===== src/tpcm_pkg.sv =====
// tpcm_pkg: types, constants and helper functions for the time-of-flight
// pixel colorize and mask block; no dependencies
`default_nettype none

package tpcm_pkg;

  localparam int unsigned IMAGE_WIDTH  = 320;
  localparam int unsigned IMAGE_HEIGHT = 240;

  localparam logic [15:0] CODE_LOW_AMP = 16'd64001;
  localparam logic [15:0] CODE_ADC_OVF = 16'd64002;
  localparam logic [15:0] CODE_SAT     = 16'd64003;
  localparam logic [15:0] CODE_INTERF  = 16'd64007;
  localparam logic [15:0] CODE_EDGE    = 16'd64008;

  localparam logic [15:0] COLOR_TOP = 16'd12500;
  localparam logic [15:0] SEG_LEN   = 16'd2500;

  // floor(255*t/2500) == (t*RAMP_K) >> RAMP_SHIFT for t in 0..2500
  localparam int unsigned RAMP_SHIFT = 21;
  localparam logic [17:0] RAMP_K     = 18'd213910;

  typedef enum logic [0:0] {
    CFG_CUT_MARGIN = 1'b0,
    CFG_MOD_MODE   = 1'b1
  } cfg_idx_e;

  typedef struct packed {
    logic [7:0] red;
    logic [7:0] green;
    logic [7:0] blue;
  } rgb_t;

  function automatic logic [7:0] ramp(input logic [11:0] t);
    logic [29:0] prod;
    prod = 30'(t) * 30'(RAMP_K);
    return prod[RAMP_SHIFT+7:RAMP_SHIFT];
  endfunction

  function automatic logic [15:0] range_limit(input logic [1:0] mode);
    logic [15:0] lim;
    case (mode)
      2'd0:    lim = 16'd6500;
      2'd1:    lim = 16'd12500;
      2'd2:    lim = 16'd25000;
      default: lim = 16'd50000;
    endcase
    return lim;
  endfunction

endpackage

`default_nettype wire


===== src/tpcm_if.sv =====
// tpcm_pix_if and tpcm_pt_if: valid/ready channels for input pixels and
// output points; no dependencies
`default_nettype none

interface tpcm_pix_if;
  logic        valid;
  logic        ready;
  logic [15:0] distance_code;
  logic [15:0] amplitude;
  logic [8:0]  column;
  logic [7:0]  row;
  logic        has_amplitude;

  modport source (output valid, distance_code, amplitude, column, row, has_amplitude,
                  input ready);
  modport sink   (input valid, distance_code, amplitude, column, row, has_amplitude,
                  output ready);
endinterface

interface tpcm_pt_if;
  logic              valid;
  logic              ready;
  logic [7:0]        red;
  logic [7:0]        green;
  logic [7:0]        blue;
  logic              point_valid;
  logic [15:0]       point_depth_mm;
  logic signed [8:0] point_lateral;
  logic signed [7:0] point_vertical;
  logic [15:0]       intensity;

  modport source (output valid, red, green, blue, point_valid, point_depth_mm,
                  point_lateral, point_vertical, intensity,
                  input ready);
  modport sink   (input valid, red, green, blue, point_valid, point_depth_mm,
                  point_lateral, point_vertical, intensity,
                  output ready);
endinterface

`default_nettype wire


===== src/tpcm_colorize.sv =====
// tpcm_colorize: maps a cleaned distance to a display colour (fixed codes
// and five-segment rainbow); depends on tpcm_pkg
`default_nettype none

module tpcm_colorize import tpcm_pkg::*; (
  input  wire logic [15:0] dist_i,
  output rgb_t             rgb_o
);

  logic [15:0] diff;
  logic [7:0]  ramp_v;

  always_comb begin
    if (dist_i > 16'(4 * SEG_LEN)) begin
      diff = dist_i - 16'(4 * SEG_LEN);
    end else if (dist_i > 16'(3 * SEG_LEN)) begin
      diff = 16'(4 * SEG_LEN) - dist_i;
    end else if (dist_i > 16'(2 * SEG_LEN)) begin
      diff = dist_i - 16'(2 * SEG_LEN);
    end else if (dist_i > SEG_LEN) begin
      diff = 16'(2 * SEG_LEN) - dist_i;
    end else begin
      diff = dist_i;
    end
  end

  assign ramp_v = ramp(diff[11:0]);

  always_comb begin
    rgb_o = '0;
    if (dist_i == CODE_ADC_OVF) begin
      rgb_o = '{red: 8'd169, green: 8'd14, blue: 8'd255};
    end else if (dist_i == CODE_SAT) begin
      rgb_o = '{red: 8'd255, green: 8'd0, blue: 8'd128};
    end else if (dist_i == 16'd0) begin
      rgb_o = '0;
    end else if (dist_i > COLOR_TOP) begin
      rgb_o = '{red: 8'd255, green: 8'd0, blue: 8'd255};
    end else if (dist_i > 16'(4 * SEG_LEN)) begin
      rgb_o = '{red: ramp_v, green: 8'd0, blue: 8'd255};
    end else if (dist_i > 16'(3 * SEG_LEN)) begin
      rgb_o = '{red: 8'd0, green: ramp_v, blue: 8'd255};
    end else if (dist_i > 16'(2 * SEG_LEN)) begin
      rgb_o = '{red: 8'd0, green: 8'd255, blue: ramp_v};
    end else if (dist_i > SEG_LEN) begin
      rgb_o = '{red: ramp_v, green: 8'd255, blue: 8'd0};
    end else begin
      rgb_o = '{red: 8'd255, green: ramp_v, blue: 8'd0};
    end
  end

endmodule

`default_nettype wire


===== src/tof_pixel_colorize_and_mask.sv =====
// path from input transfer to result: input register, then result register
// throughput: one pixel per cycle unless the output stalls, pixels are independent
// a waiting result does not stall the input register while it is empty
// reset clears the stage valids; cut_margin resets to 0, modulation_mode to 1
// top level; depends on tpcm_pkg, tpcm_pix_if, tpcm_pt_if, tpcm_colorize
`default_nettype none

module tof_pixel_colorize_and_mask import tpcm_pkg::*; (
  input  wire logic       clk_i,
  input  wire logic       rst_ni,
  input  wire logic       cfg_we_i,
  input  wire logic [0:0] cfg_idx_i,
  input  wire logic [7:0] cfg_data_i,
  tpcm_pix_if.sink        pix_i,
  tpcm_pt_if.source       pt_o
);

  localparam logic signed [11:0] WM_BASE = 12'(IMAGE_WIDTH - 1);
  localparam logic signed [11:0] HM_BASE = 12'(IMAGE_HEIGHT - 1);
  localparam logic [8:0]         LAT_OFS = 9'(IMAGE_WIDTH - 1 - IMAGE_WIDTH / 2);
  localparam logic [7:0]         VER_OFS = 8'(IMAGE_HEIGHT / 2);

  // configuration
  logic [7:0] cut_q;
  logic [1:0] mode_q;

  always_ff @(posedge clk_i or negedge rst_ni) begin
    if (!rst_ni) begin
      cut_q  <= 8'd0;
      mode_q <= 2'd1;
    end else if (cfg_we_i) begin
      case (cfg_idx_e'(cfg_idx_i))
        CFG_CUT_MARGIN: cut_q  <= cfg_data_i;
        CFG_MOD_MODE:   mode_q <= cfg_data_i[1:0];
        default: ;
      endcase
    end
  end

  // input register
  logic        s1_v_q;
  logic [15:0] s1_dist_q;
  logic [15:0] s1_amp_q;
  logic [8:0]  s1_col_q;
  logic [7:0]  s1_row_q;
  logic        s1_has_amp_q;
  logic        s2_ready;
  logic        s1_ready;

  assign s1_ready    = !s1_v_q || s2_ready;
  assign pix_i.ready = s1_ready;

  always_ff @(posedge clk_i or negedge rst_ni) begin
    if (!rst_ni) begin
      s1_v_q <= 1'b0;
    end else if (s1_ready) begin
      s1_v_q <= pix_i.valid;
    end
  end

  always_ff @(posedge clk_i) begin
    if (s1_ready && pix_i.valid) begin
      s1_dist_q    <= pix_i.distance_code;
      s1_amp_q     <= pix_i.amplitude;
      s1_col_q     <= pix_i.column;
      s1_row_q     <= pix_i.row;
      s1_has_amp_q <= pix_i.has_amplitude;
    end
  end

  // pixel logic
  logic [15:0]       dist_clean;
  rgb_t              rgb_raw;
  rgb_t              rgb_d;
  logic signed [11:0] x_s, y_s, c_s, wm_s, hm_s;
  logic              in_cut;
  logic              valid_d;

  always_comb begin
    if (s1_dist_q == CODE_LOW_AMP || s1_dist_q == CODE_INTERF ||
        s1_dist_q == CODE_EDGE) begin
      dist_clean = 16'd0;
    end else begin
      dist_clean = s1_dist_q;
    end
  end

  tpcm_colorize u_colorize (
    .dist_i (dist_clean),
    .rgb_o  (rgb_raw)
  );

  assign x_s  = signed'({3'b000, s1_col_q});
  assign y_s  = signed'({4'b0000, s1_row_q});
  assign c_s  = signed'({4'b0000, cut_q});
  assign wm_s = WM_BASE - c_s;
  assign hm_s = HM_BASE - c_s;

  assign in_cut = (y_s > c_s - x_s) && (y_s > x_s - wm_s) && (y_s < x_s + hm_s) &&
                  (x_s + y_s < HM_BASE + wm_s);

  assign rgb_d   = in_cut ? rgb_raw : '0;
  assign valid_d = in_cut && (dist_clean != 16'd0) && (dist_clean < range_limit(mode_q));

  // result register
  logic              s2_v_q;
  rgb_t              s2_rgb_q;
  logic              s2_pv_q;
  logic [15:0]       s2_depth_q;
  logic [8:0]        s2_lat_q;
  logic [7:0]        s2_ver_q;
  logic [15:0]       s2_int_q;

  assign s2_ready = !s2_v_q || pt_o.ready;

  always_ff @(posedge clk_i or negedge rst_ni) begin
    if (!rst_ni) begin
      s2_v_q <= 1'b0;
    end else if (s2_ready) begin
      s2_v_q <= s1_v_q;
    end
  end

  always_ff @(posedge clk_i) begin
    if (s2_ready && s1_v_q) begin
      s2_rgb_q <= rgb_d;
      s2_pv_q  <= valid_d;
      if (valid_d) begin
        s2_depth_q <= dist_clean;
        s2_lat_q   <= LAT_OFS - s1_col_q;
        s2_ver_q   <= VER_OFS - s1_row_q;
        s2_int_q   <= s1_has_amp_q ? s1_amp_q : dist_clean;
      end else begin
        s2_depth_q <= 16'd0;
        s2_lat_q   <= 9'd0;
        s2_ver_q   <= 8'd0;
        s2_int_q   <= 16'd0;
      end
    end
  end

  assign pt_o.valid          = s2_v_q;
  assign pt_o.red            = s2_rgb_q.red;
  assign pt_o.green          = s2_rgb_q.green;
  assign pt_o.blue           = s2_rgb_q.blue;
  assign pt_o.point_valid    = s2_pv_q;
  assign pt_o.point_depth_mm = s2_depth_q;
  assign pt_o.point_lateral  = signed'(s2_lat_q);
  assign pt_o.point_vertical = signed'(s2_ver_q);
  assign pt_o.intensity      = s2_int_q;

endmodule

`default_nettype wire

===== src/flat_wrapper.sv =====
// flat-port wrapper written by rule: the top's interface ports become plain ports
module tof_pixel_colorize_and_mask_flat import tpcm_pkg::*;
  (clk_i, rst_ni, cfg_we_i, cfg_idx_i, cfg_data_i, pix_i_valid, pix_i_distance_code, pix_i_amplitude, pix_i_column, pix_i_row, pix_i_has_amplitude, pix_i_ready, pt_o_valid, pt_o_red, pt_o_green, pt_o_blue, pt_o_point_valid, pt_o_point_depth_mm, pt_o_point_lateral, pt_o_point_vertical, pt_o_intensity, pt_o_ready);
  tpcm_pix_if pix_i_i ();
  tpcm_pt_if pt_o_i ();
  input  wire logic clk_i;
  input  wire logic rst_ni;
  input  wire logic cfg_we_i;
  input  wire logic [0:0] cfg_idx_i;
  input  wire logic [7:0] cfg_data_i;
  input wire logic [$bits(pix_i_i.valid)-1:0] pix_i_valid;
  input wire logic [$bits(pix_i_i.distance_code)-1:0] pix_i_distance_code;
  input wire logic [$bits(pix_i_i.amplitude)-1:0] pix_i_amplitude;
  input wire logic [$bits(pix_i_i.column)-1:0] pix_i_column;
  input wire logic [$bits(pix_i_i.row)-1:0] pix_i_row;
  input wire logic [$bits(pix_i_i.has_amplitude)-1:0] pix_i_has_amplitude;
  output wire logic [$bits(pix_i_i.ready)-1:0] pix_i_ready;
  output wire logic [$bits(pt_o_i.valid)-1:0] pt_o_valid;
  output wire logic [$bits(pt_o_i.red)-1:0] pt_o_red;
  output wire logic [$bits(pt_o_i.green)-1:0] pt_o_green;
  output wire logic [$bits(pt_o_i.blue)-1:0] pt_o_blue;
  output wire logic [$bits(pt_o_i.point_valid)-1:0] pt_o_point_valid;
  output wire logic [$bits(pt_o_i.point_depth_mm)-1:0] pt_o_point_depth_mm;
  output wire logic [$bits(pt_o_i.point_lateral)-1:0] pt_o_point_lateral;
  output wire logic [$bits(pt_o_i.point_vertical)-1:0] pt_o_point_vertical;
  output wire logic [$bits(pt_o_i.intensity)-1:0] pt_o_intensity;
  input wire logic [$bits(pt_o_i.ready)-1:0] pt_o_ready;
  assign pix_i_i.valid = pix_i_valid;
  assign pix_i_i.distance_code = pix_i_distance_code;
  assign pix_i_i.amplitude = pix_i_amplitude;
  assign pix_i_i.column = pix_i_column;
  assign pix_i_i.row = pix_i_row;
  assign pix_i_i.has_amplitude = pix_i_has_amplitude;
  assign pix_i_ready = pix_i_i.ready;
  assign pt_o_valid = pt_o_i.valid;
  assign pt_o_red = pt_o_i.red;
  assign pt_o_green = pt_o_i.green;
  assign pt_o_blue = pt_o_i.blue;
  assign pt_o_point_valid = pt_o_i.point_valid;
  assign pt_o_point_depth_mm = pt_o_i.point_depth_mm;
  assign pt_o_point_lateral = pt_o_i.point_lateral;
  assign pt_o_point_vertical = pt_o_i.point_vertical;
  assign pt_o_intensity = pt_o_i.intensity;
  assign pt_o_i.ready = pt_o_ready;
  tof_pixel_colorize_and_mask u_core (.clk_i(clk_i), .rst_ni(rst_ni), .cfg_we_i(cfg_we_i), .cfg_idx_i(cfg_idx_i), .cfg_data_i(cfg_data_i), .pix_i(pix_i_i), .pt_o(pt_o_i));
endmodule

===== config.mk =====
export PLATFORM = sky130hd
export DESIGN_NAME = tof_pixel_colorize_and_mask_flat
export DESIGN_NICKNAME = d
export VERILOG_FILES = /design/src/tpcm_pkg.sv /design/src/tpcm_if.sv /design/src/tpcm_colorize.sv /design/src/tof_pixel_colorize_and_mask.sv /design/src/flat_wrapper.sv
export SDC_FILE = /design/constraint.sdc
export NUM_CORES = 1
export LEC_CHECK = 0
export BUFFER_PORTS_ARGS = -buffer_cell sky130_fd_sc_hd__clkbuf_2
export CORE_ASPECT_RATIO = 0.7
export CORE_UTILIZATION = 61
export CTS_BUF_LIST = sky130_fd_sc_hd__clkbuf_8
export DETAILED_ROUTE_END_ITERATION = 6
export GPL_ROUTABILITY_DRIVEN = 0
export PLACE_DENSITY = 0.83
export SYNTH_ARGS = -nofsm -noshare
export SYNTH_HDL_FRONTEND = slang
export SYNTH_SLANG_ARGS = --single-unit
export TNS_END_PERCENT = 50

===== constraint.sdc =====
create_clock -name clk_i -period 11.4 [get_ports clk_i]
set_input_delay 0 -clock clk_i [delete_from_list [all_inputs] [get_ports clk_i]]
set_output_delay 0 -clock clk_i [all_outputs]
set_load 0.05 [all_outputs]

# Word-level counts from Yosys, hierarchy flattened
# Cells that the tools add are included.
[word_totals]
regBits = 136
input_bits = 64
[classes]
eq_ne = 7
n_reduce_logical = 20
order_cmp = 10
mux = 15
multipliers = 1
bitwise = 2
add_sub_neg = 13
[ops]
columns = ["cell", "n"]
rows = [
  ["$mux 24", 8],
  ["$eq 16x16->1 const B", 5],
  ["$mux 12", 4],
  ["$pmux 16 s3", 1],
  ["$gt 16x13->1 const B", 2],
  ["$gt 16x14->1 const B", 2],
  ["$mux 16", 2],
  ["$mul 12x17->28 const B", 1],
  ["$gt 9x12->1", 2],
  ["$gt 16x12->1 const B", 1],
  ["$logic_not 16->1", 1],
  ["$lt 16x16->1", 1],
  ["$reduce_bool 16->1", 1],
  ["$add 10x12->12", 1],
  ["$add 9x12->12 const A", 1],
  ["$lt 12x12->1", 1],
  ["$lt 9x12->1", 1],
  ["$sub 10x12->12", 1],
  ["$sub 10x12->12 const A", 1],
  ["$sub 11x12->12 const A", 1],
  ["$sub 12x10->12 const B", 1],
  ["$sub 12x11->12 const B", 1],
  ["$add 9x8->10", 1],
  ["$sub 8x9->10", 1],
  ["14 further kinds", 26],
]

# Logic depth before layout (Yosys ltp)
# Gate-level depths: netlist (run 1).
[depth]
word_depth = 18
ltp_mapped = 36
depth_no_buf = 31

# Cells and area by module
# Synthesis (run 1) repeated with hierarchy kept, for this count alone.
[unflattened]
cells_unflattened = 1267
hier_area_um2 = 12535.8
[by_module_without_submodules]
columns = ["mod", "area_each_um2", "instances", "cells_per_inst"]
rows = [
  ["tof_pixel_colorize_and_mask", 7976.4, 1, 705],
  ["tpcm_colorize", 4559.4, 1, 562],
]

# Least setup slack after synthesis (run 1)
# Ideal clock, no wire load.
[synth_path]
path_type = "flip-flop to flip-flop"
startpoint = "register u_core.s1_dist_q[7]"
endpoint = "register u_core.s2_rgb_q (netlist bit u_core.pt_o.red[6]) (data pin)"
path_buffers = 4
setup_ns = 0.184
synth_period_minus_slack_ns = 8.681
slack_ns = 2.719
path_stages_with_launch = 35
t_arrival_ns = 8.497
cell_sequence = "edfxtp_1 > buf_2 > nor4_4 > o2111ai_2 > nand2b_1 > buf_2 > buf_1 > nand2_1 > ha_1 > clkbuf_1 > and4b_1 > o21a_1 > o41ai_2 > nor2_1 > nor3_4 > o221ai_1 > o311ai_1 > xor2_1 > ha_1 > ha_1 > inv_1 > fa_1 > inv_1 > fa_1 > inv_1 > fa_1 > inv_1 > ha_1 > nor2b_1 > o41ai_1 > o2111ai_1 > a2111o_1 > and3_1 > or2_4 > a2111oi_4"
[synth_via]
elab_chain_cells = 17
elab_cells_between_ends = 31
cone_classes = "add/sub: 4; mul: 1; order compare: 5; eq/ne: 5; mux: 12; reduce/logical: 4"
[synth_lines]
columns = ["element", "line", "rtl"]
rows = [
  ["start, declared", "tof_pixel_colorize_and_mask.sv:42", "logic [15:0] s1_dist_q;"],
  ["start signal, assigned", "tof_pixel_colorize_and_mask.sv:63", "s1_dist_q <= pix_i.distance_code;"],
  ["$eq 16x16->1", "tof_pixel_colorize_and_mask.sv:80", "if (s1_dist_q == CODE_LOW_AMP || s1_dist_q == CODE_INTERF ||"],
  ["$logic_or 1x1->1 (2 in a row)", "tof_pixel_colorize_and_mask.sv:80", ""],
  ["$mux 16 *", "tof_pixel_colorize_and_mask.sv:80", ""],
  ["$gt 16x12->1 / $sub 10x12->12 (equally long branches)", "tpcm_colorize.sv:20, tpcm_colorize.sv:45, tpcm_colorize.sv:21", ""],
  ["$mux 12", "tpcm_colorize.sv:20", "end else if (dist_i > SEG_LEN) begin"],
  ["$mux 12", "tpcm_colorize.sv:18", "end else if (dist_i > 16'(2 * SEG_LEN)) begin"],
  ["$mux 12", "tpcm_colorize.sv:16", "end else if (dist_i > 16'(3 * SEG_LEN)) begin"],
  ["$mux 12", "tpcm_colorize.sv:14", "if (dist_i > 16'(4 * SEG_LEN)) begin"],
  ["$mul 12x17->28", "tpcm_pkg.sv:36", "prod = 30'(t) * 30'(RAMP_K);"],
  ["$mux 24", "tpcm_colorize.sv:45", "end else if (dist_i > SEG_LEN) begin"],
  ["$mux 24", "tpcm_colorize.sv:43", "end else if (dist_i > 16'(2 * SEG_LEN)) begin"],
  ["$mux 24", "tpcm_colorize.sv:41", "end else if (dist_i > 16'(3 * SEG_LEN)) begin"],
  ["$mux 24", "tpcm_colorize.sv:39", "end else if (dist_i > 16'(4 * SEG_LEN)) begin"],
  ["$mux 24", "tpcm_colorize.sv:37", "end else if (dist_i > COLOR_TOP) begin"],
  ["$mux 24", "tpcm_colorize.sv:35", "end else if (dist_i == 16'd0) begin"],
  ["$mux 24", "tpcm_colorize.sv:33", "end else if (dist_i == CODE_SAT) begin"],
  ["end signal, assigned", "tof_pixel_colorize_and_mask.sv:126", "s2_rgb_q <= rgb_d;"],
  ["end, declared", "tof_pixel_colorize_and_mask.sv:107", "rgb_t s2_rgb_q;"],
]
# Mark *: on every way between the ends. The rest lies on a longest branch, timed or not.
# A chain may end at the register's enable or synchronous reset.

# Worst setup path in the final report (run 1)
# Ends and elaborated chain as after synthesis.

==> metrics.txt, run 1 <==
run status=finished, violations left; failing checks=design-rule violations; leakage=6.76 nW; Pwr Density=255 nW/um^2; initial antenna violation count=0; met1 wire length=15.4 mm; Gates resized, CTS repair=0; commonest non-fill, non-tap cell in the layout=ha_1; Die H=123 um; H-tree levels=4; Reg area=4030 sq um; Setup CP Type=reg -> reg; share of cells above drive strength 1=14.8%; Worst EP arrival=10700 ps; Critical Path Sink Type=flop; Die Width=175 um; CTS Buf Count=17; Gate Count Post-Synth=1292; Rel. slew slack=31.9%; Synth Warn #=0; largest net degree at the start of global routing=75; Slowest-stage cell, CP=edfxtp_1; detailed-routed wire length on met3=4.59 mm; setup TNS=0 ps; area fraction in compound gates after synthesis=14.2%; # rows=43; Initial DRT Pass Iterations=7; post-route minimum period=10450 ps; MaxCap Viol Count=0; routed via count=10.6k; final-report hold violation count=0; starting density of the core=63.3%; full die area=21500 sq um; n_diodes=0; synthesis-stage register bit count=136; Synth Area in Adders=28.1%; DR vias/cell=6.05; IO Count=140; Post-Route WL=35.4 mm; gr usage total=33.8%; Main synth FF type=edfxtp_1; met2 WL=14.4 mm; Yosys cell types=94; Worst VDD drop=0.000190 V; Post-Synth Simple-Gate Area=14.2%; Mean Syn Cell Area=9.86 sq um; Sink Count=136; Detailed Place HPWL=26.3 mm; Area Overhead vs Synth=15.3%; Nets=1791; Clock Skews=26.8 ps; Data required, critical path=11650 ps; commonest cells after routing, fill and taps aside=ha_1 (196), inv_1 (166), clkbuf_2 (139); maximum clock insertion buffer count=2; initial DRC count=1456; grt total ovfl=0; slowest stage delay, CP=720 ps; Slew Viols, Final=0; EDFF count, synth=124; Mapped Nets=1608; vias in the first global route=10.2k; post-synthesis mux area share=1.48%; ys async rst share=8.82%; CTS tree=yes; Worst Tran Pin Value=1020 ps; Min Hold Slack=51.9 ps; number of I/O port buffers=139; highest metal used=met4; highest clock rate=95.7 MHz; combinational family with the most area after synthesis=adder cells; Placed Instances=1656; Worst Path Max Fanout=20; final setup vio count=0; cts hold-fix bufs=70; clock root cell=clkbuf_8; Final period util=91.7%; unrepaired setup endpoints after global routing=false; clk_lat worst skew=480 ps; clock transition at the registers of the reported paths=100 ps; post-synthesis sequential area ratio=31.6%; Layout fillers=1380; setup repair bufs after CTS=0; synthesized area=12700 sq um; Placeable Area=20100 sq um; first-pass GRT wire length=55.5 mm; Hold Path Class=in -> async; drt wl/cell=20.1 um; # DRC=2; Synth Area in XOR/XNOR=3.85%; final core occ=73.0%; final cell count without fillers=1758; CP Launch Type=flop; post-route ant nets=0; footprint of the multi-input gates=7870 sq um
worst paths after layout:
check | start | end | slack, ps | cells past startpoint
worst max-delay path | u_core.s1_dist_q[7]$_DFFE_PP_ | u_core.pt_o.red[6]$_SDFFCE_PP0P_ | 950 | 31
min in group clk_i | cfg_idx_i | u_core.cut_q[4]$_DFFE_PN0P_ | 80 | 4
worst min register to register | u_core.s1_v_q$_DFFE_PN0N_ | u_core.pt_o.valid$_DFFE_PN0P_ | 500 | 1
max in group asynchronous | rst_ni | u_core.mode_q[1]$_DFFE_PN0P_ | 10240 | 3
worst min-delay path | rst_ni | u_core.mode_q[0]$_DFFE_PN1P_ | 50 | 2
worst max register to register | u_core.s1_dist_q[7]$_DFFE_PP_ | u_core.pt_o.red[6]$_SDFFCE_PP0P_ | 950 | 31
report_power, final:
group	switching [mW]	total (mW)	internal [mW]	leakage [nW]
Clock	0.224	0.404	0.180	0.195
Combinational	1.62	2.63	1.01	5.21
Sequential	0.0582	0.706	0.648	1.36
Total	1.91	3.74	1.83	6.76
cells in the mapped netlist (6+ instances only):
cell / instances / area share (%)
fa_1: 56 / 8.8
or2_2: 6 / 0.29
o21ai_1: 12 / 0.47
xnor2_1: 40 / 2.8
a31oi_1: 11 / 0.54
nand2_1: 97 / 2.9
nor3_1: 16 / 0.63
mux2i_1: 11 / 0.86
o21ai_0: 50 / 2.0
ha_1: 196 / 19
and3_1: 9 / 0.44
clkbuf_1: 23 / 0.68
nand2b_1: 16 / 0.79
inv_1: 166 / 4.9
nor2b_1: 15 / 0.74
a2111oi_0: 6 / 0.41
nor2_1: 93 / 2.7
nand4_1: 10 / 0.49
buf_2: 20 / 0.79
a21o_1: 14 / 0.83
or3_1: 6 / 0.29
mux2_2: 6 / 0.53
a211oi_1: 23 / 1.4
a21oi_1: 63 / 2.5
o21bai_1: 13 / 0.77
nor3b_1: 21 / 1.2
xor2_1: 16 / 1.1
dfrtp_1: 11 / 2.2
edfxtp_1: 124 / 29
nor4_1: 6 / 0.29
nand3_1: 20 / 0.79
o21a_1: 11 / 0.65
per-stage QoR:
step	setup WS, ps	total power, mW	cell area [sq um]
finish	948	3.74	14700
global route	518	4.10	14700
CTS	1150	3.68	14700
detailed placement	1240	3.24	13600
global placement	1750	3.17	13600
floorplan	2720	2.63	12700
flip-flops by register name, indices dropped and copies added (netlist names), 9 cells and up:
signal / count
u_core.pt_o.point_depth_mm: 16
u_core.pt_o.point_lateral: 9
u_core.pt_o.intensity: 16
u_core.s1_dist_q: 16
u_core.s1_amp_q: 16
u_core.s1_col_q: 9
cell type report:
cell class / instances / share of cell area [%]
timing repair buffer: 214 / 9.76
tap: 270 / 2.30
multi-input combinational: 939 / 53.6
sequential: 136 / 27.4
inverter: 167 / 4.27
clock buffer: 17 / 1.59
clock inverter: 15 / 1.08
critical path, delay by kind of cell, from the launching register on:
kind	cells	cell delay, ps
xor gates and xnor gates	1	460
and+or+nand+nor	9	2760
buffers and inverters	5	430
adders and majority gates	7	2960
DFF	1	720
AOI/OAI and AO/OA	9	2870
cell families (layout without fill, tap and decap cells):
family | Yosys count | in the layout
flops | 136 | 136
buf+inv | 217 | 413
xor+xnor | 56 | 56
simple gates | 349 | 349
mux | 18 | 18
fa+ha+maj | 252 | 252
compound gates | 264 | 264
routing by layer:
layer	track usage, %	up-vias
met5	0	-
met4	9.13	0
met3	11.2	113
met2	48.6	729
met1	48.7	4881
li1	-	4912
No activity file was read; power rests on OpenSTA's default activity.
==> run 2: changes to the inputs <==
--- a/config.mk
+++ b/config.mk
@@ -11,7 +11,9 @@
 export CTS_BUF_LIST = sky130_fd_sc_hd__clkbuf_8
 export DETAILED_ROUTE_END_ITERATION = 6
 export GPL_ROUTABILITY_DRIVEN = 0
+export GPL_TIMING_DRIVEN = 0
 export PLACE_DENSITY = 0.83
+export SKIP_CTS_REPAIR_TIMING = 1
 export SYNTH_ARGS = -nofsm -noshare
 export SYNTH_HDL_FRONTEND = slang
 export SYNTH_SLANG_ARGS = --single-unit
==> constraint.sdc (replaced) <==
create_clock -name clk_i -period 11.75 [get_ports clk_i]
set_input_delay 0 -clock clk_i [delete_from_list [all_inputs] [get_ports clk_i]]
set_output_delay 0 -clock clk_i [all_outputs]
set_load 0.05 [all_outputs]
==> run 2 against run 1 <==
Effect of this change: the run now ends clean; utilization increased by 1.3 points; first-iteration DRC count decreased by 0.76%; sequential share of layout area decreased by 0.47 points; register-to-register slack got worse by 130 ps; maximum frequency decreased by 4.4%; flip-flop and latch count unchanged; non-clock buffer count increased by 47; global-route usage decreased by 1.9 points; via count increased by 4.0%; largest power group unchanged; highest routed layer unchanged.
==> metrics.txt, run 2 (synthesized netlist as in run 1, its figures left out) <==
Critical Path Sink Type=flop (unchanged); Nets=1838 (was 1791); commonest cells after routing, fill and taps aside=ha_1 (196), inv_1 (166), clkbuf_2 (139) (unchanged); clock transition at the registers of the reported paths=100 ps (about the same); post-route minimum period=10930 ps (was 10450 ps); Die H=123 um (unchanged); Worst R2R Start=u_core.s1_dist_q[4]$_DFFE_PP_ (was u_core.s1_dist_q[7]$_DFFE_PP_); IO Count=140 (unchanged); DR vias/cell=6.13 (was 6.05); maximum clock insertion buffer count=2 (unchanged); Initial DRT Pass Iterations=6 (was 7); Slew Viols, Final=0 (unchanged); commonest non-fill, non-tap cell in the layout=ha_1 (unchanged); # rows=43 (unchanged); Place WS=1150 ps (was 1240 ps); unrepaired setup endpoints after global routing=false (unchanged); CTS tree=yes (unchanged); highest clock rate=91.5 MHz (was 95.7 MHz); initial antenna violation count=0 (unchanged); largest net degree at the start of global routing=75 (unchanged); final-report hold violation count=0 (unchanged); Hold Path Class=in -> async (unchanged); Area Overhead vs Synth=17.3% (was 15.3%); full die area=21500 sq um (unchanged); vias in the first global route=9857 (was 10.2k); drt wl/cell=20.2 um (was 20.1 um); n_diodes=0 (unchanged); setup TNS=0 ps (unchanged); Final period util=93.0% (was 91.7%); Placeable Area=20100 sq um (unchanged); clk_lat worst skew=470 ps (was 480 ps); setup ws final=821 ps (was 948 ps); # DRC=0 (was 2); H-tree levels=4 (unchanged); Worst Path Max Fanout=10 (was 20); run status=completed (was finished, violations left); delay-heaviest family, CP=compound AO/OA/AOI/OAI gates (was adder cells); Slowest-stage cell, CP=fa_1 (was edfxtp_1); Post-Route WL=36.4 mm (was 35.4 mm); Rel. slew slack=38.9% (was 31.9%); Clock Skews=25.0 ps (was 26.8 ps); Worst Tran Pin Value=893 ps (was 1020 ps); Data required, critical path=12010 ps (was 11650 ps); number of I/O port buffers=139 (unchanged); initial DRC count=1445 (was 1456); final setup vio count=0 (unchanged); Reg2Reg Setup Slack=820 ps (was 950 ps); MaxCap Viol Count=0 (unchanged); routed via count=11.1k (was 10.6k); gr usage total=31.9% (was 33.8%); Pwr Density=248 nW/um^2 (was 255 nW/um^2); post-route ant nets=0 (unchanged); Worst VDD drop=0.000212 V (was 0.000190 V); Worst EP arrival=11180 ps (was 10700 ps); Die Width=175 um (unchanged); CTS Buf Count=17 (unchanged); slowest stage delay, CP=560 ps (was 720 ps); grt total ovfl=0 (unchanged); clock root cell=clkbuf_8 (unchanged); starting density of the core=63.3% (unchanged); Detailed Place HPWL=27.0 mm (was 26.3 mm); first-pass GRT wire length=52.0 mm (was 55.5 mm); CP Launch Point=u_core.s1_dist_q[4]$_DFFE_PP_ (was u_core.s1_dist_q[7]$_DFFE_PP_); leakage=6.90 nW (was 6.76 nW); share of cells above drive strength 1=15.6% (was 14.8%); Sink Count=136 (unchanged); Setup CP Type=reg -> reg (unchanged); CP Buf/Inv Count=8 (was 5); CP Launch Type=flop (unchanged)
## run 2: layer usage
metal	part of all wire [%]	track usage, %	vias to the layer above	wire, um
met5	0	0	-	0
li1	-	-	5001	-
met1	42	47.2	5185	15400
met4	3.1	8.64	0	1120
met2	43	46.5	753	15600
met3	12	7.93	125	4320
## run 2: per-stage QoR
step                      std cells  power, mW  utilization, %  hold WS (ps)  cell area (sq um)
after floorplan                1292       2.55               -          -296              12700
after global placement         1701       3.08            68.4         -91.0              13800
after detailed placement       1703       3.18            68.7         -86.2              13800
after CTS                      1735       3.61            70.8          -605              14200
after global routing           1805       4.02            74.3          76.1              14900
final                          1805       3.70            74.3          80.2              14900
## run 2: final cells by class
type	count	area, sq um
buffer	50	220
clock buffer	17	234
clock inverter	15	184
fill	1367	5180
inverter	167	627
multi-input combinational	939	7870
sequential	136	4030
tap	270	338
timing repair buffer	211	1440
## run 2: worst paths after layout
kind,endpoint,depth (start not counted)
worst max-delay path,u_core.pt_o.red[6]$_SDFFCE_PP0P_,34
worst min-delay path,u_core.mode_q[0]$_DFFE_PN1P_,2
worst max register to register,u_core.pt_o.red[6]$_SDFFCE_PP0P_,34
worst min register to register,u_core.pt_o.valid$_DFFE_PN0P_,1
max in group asynchronous,u_core.s1_v_q$_DFFE_PN0N_,3
min in group clk_i,u_core.s1_col_q[2]$_DFFE_PP_,2
## run 2: power breakdown
part,internal [mW],switching (mW),total [mW]
Sequential,0.628,0.0475,0.675
Combinational,0.994,1.61,2.60
Clock,0.198,0.223,0.422
Total,1.82,1.88,3.70
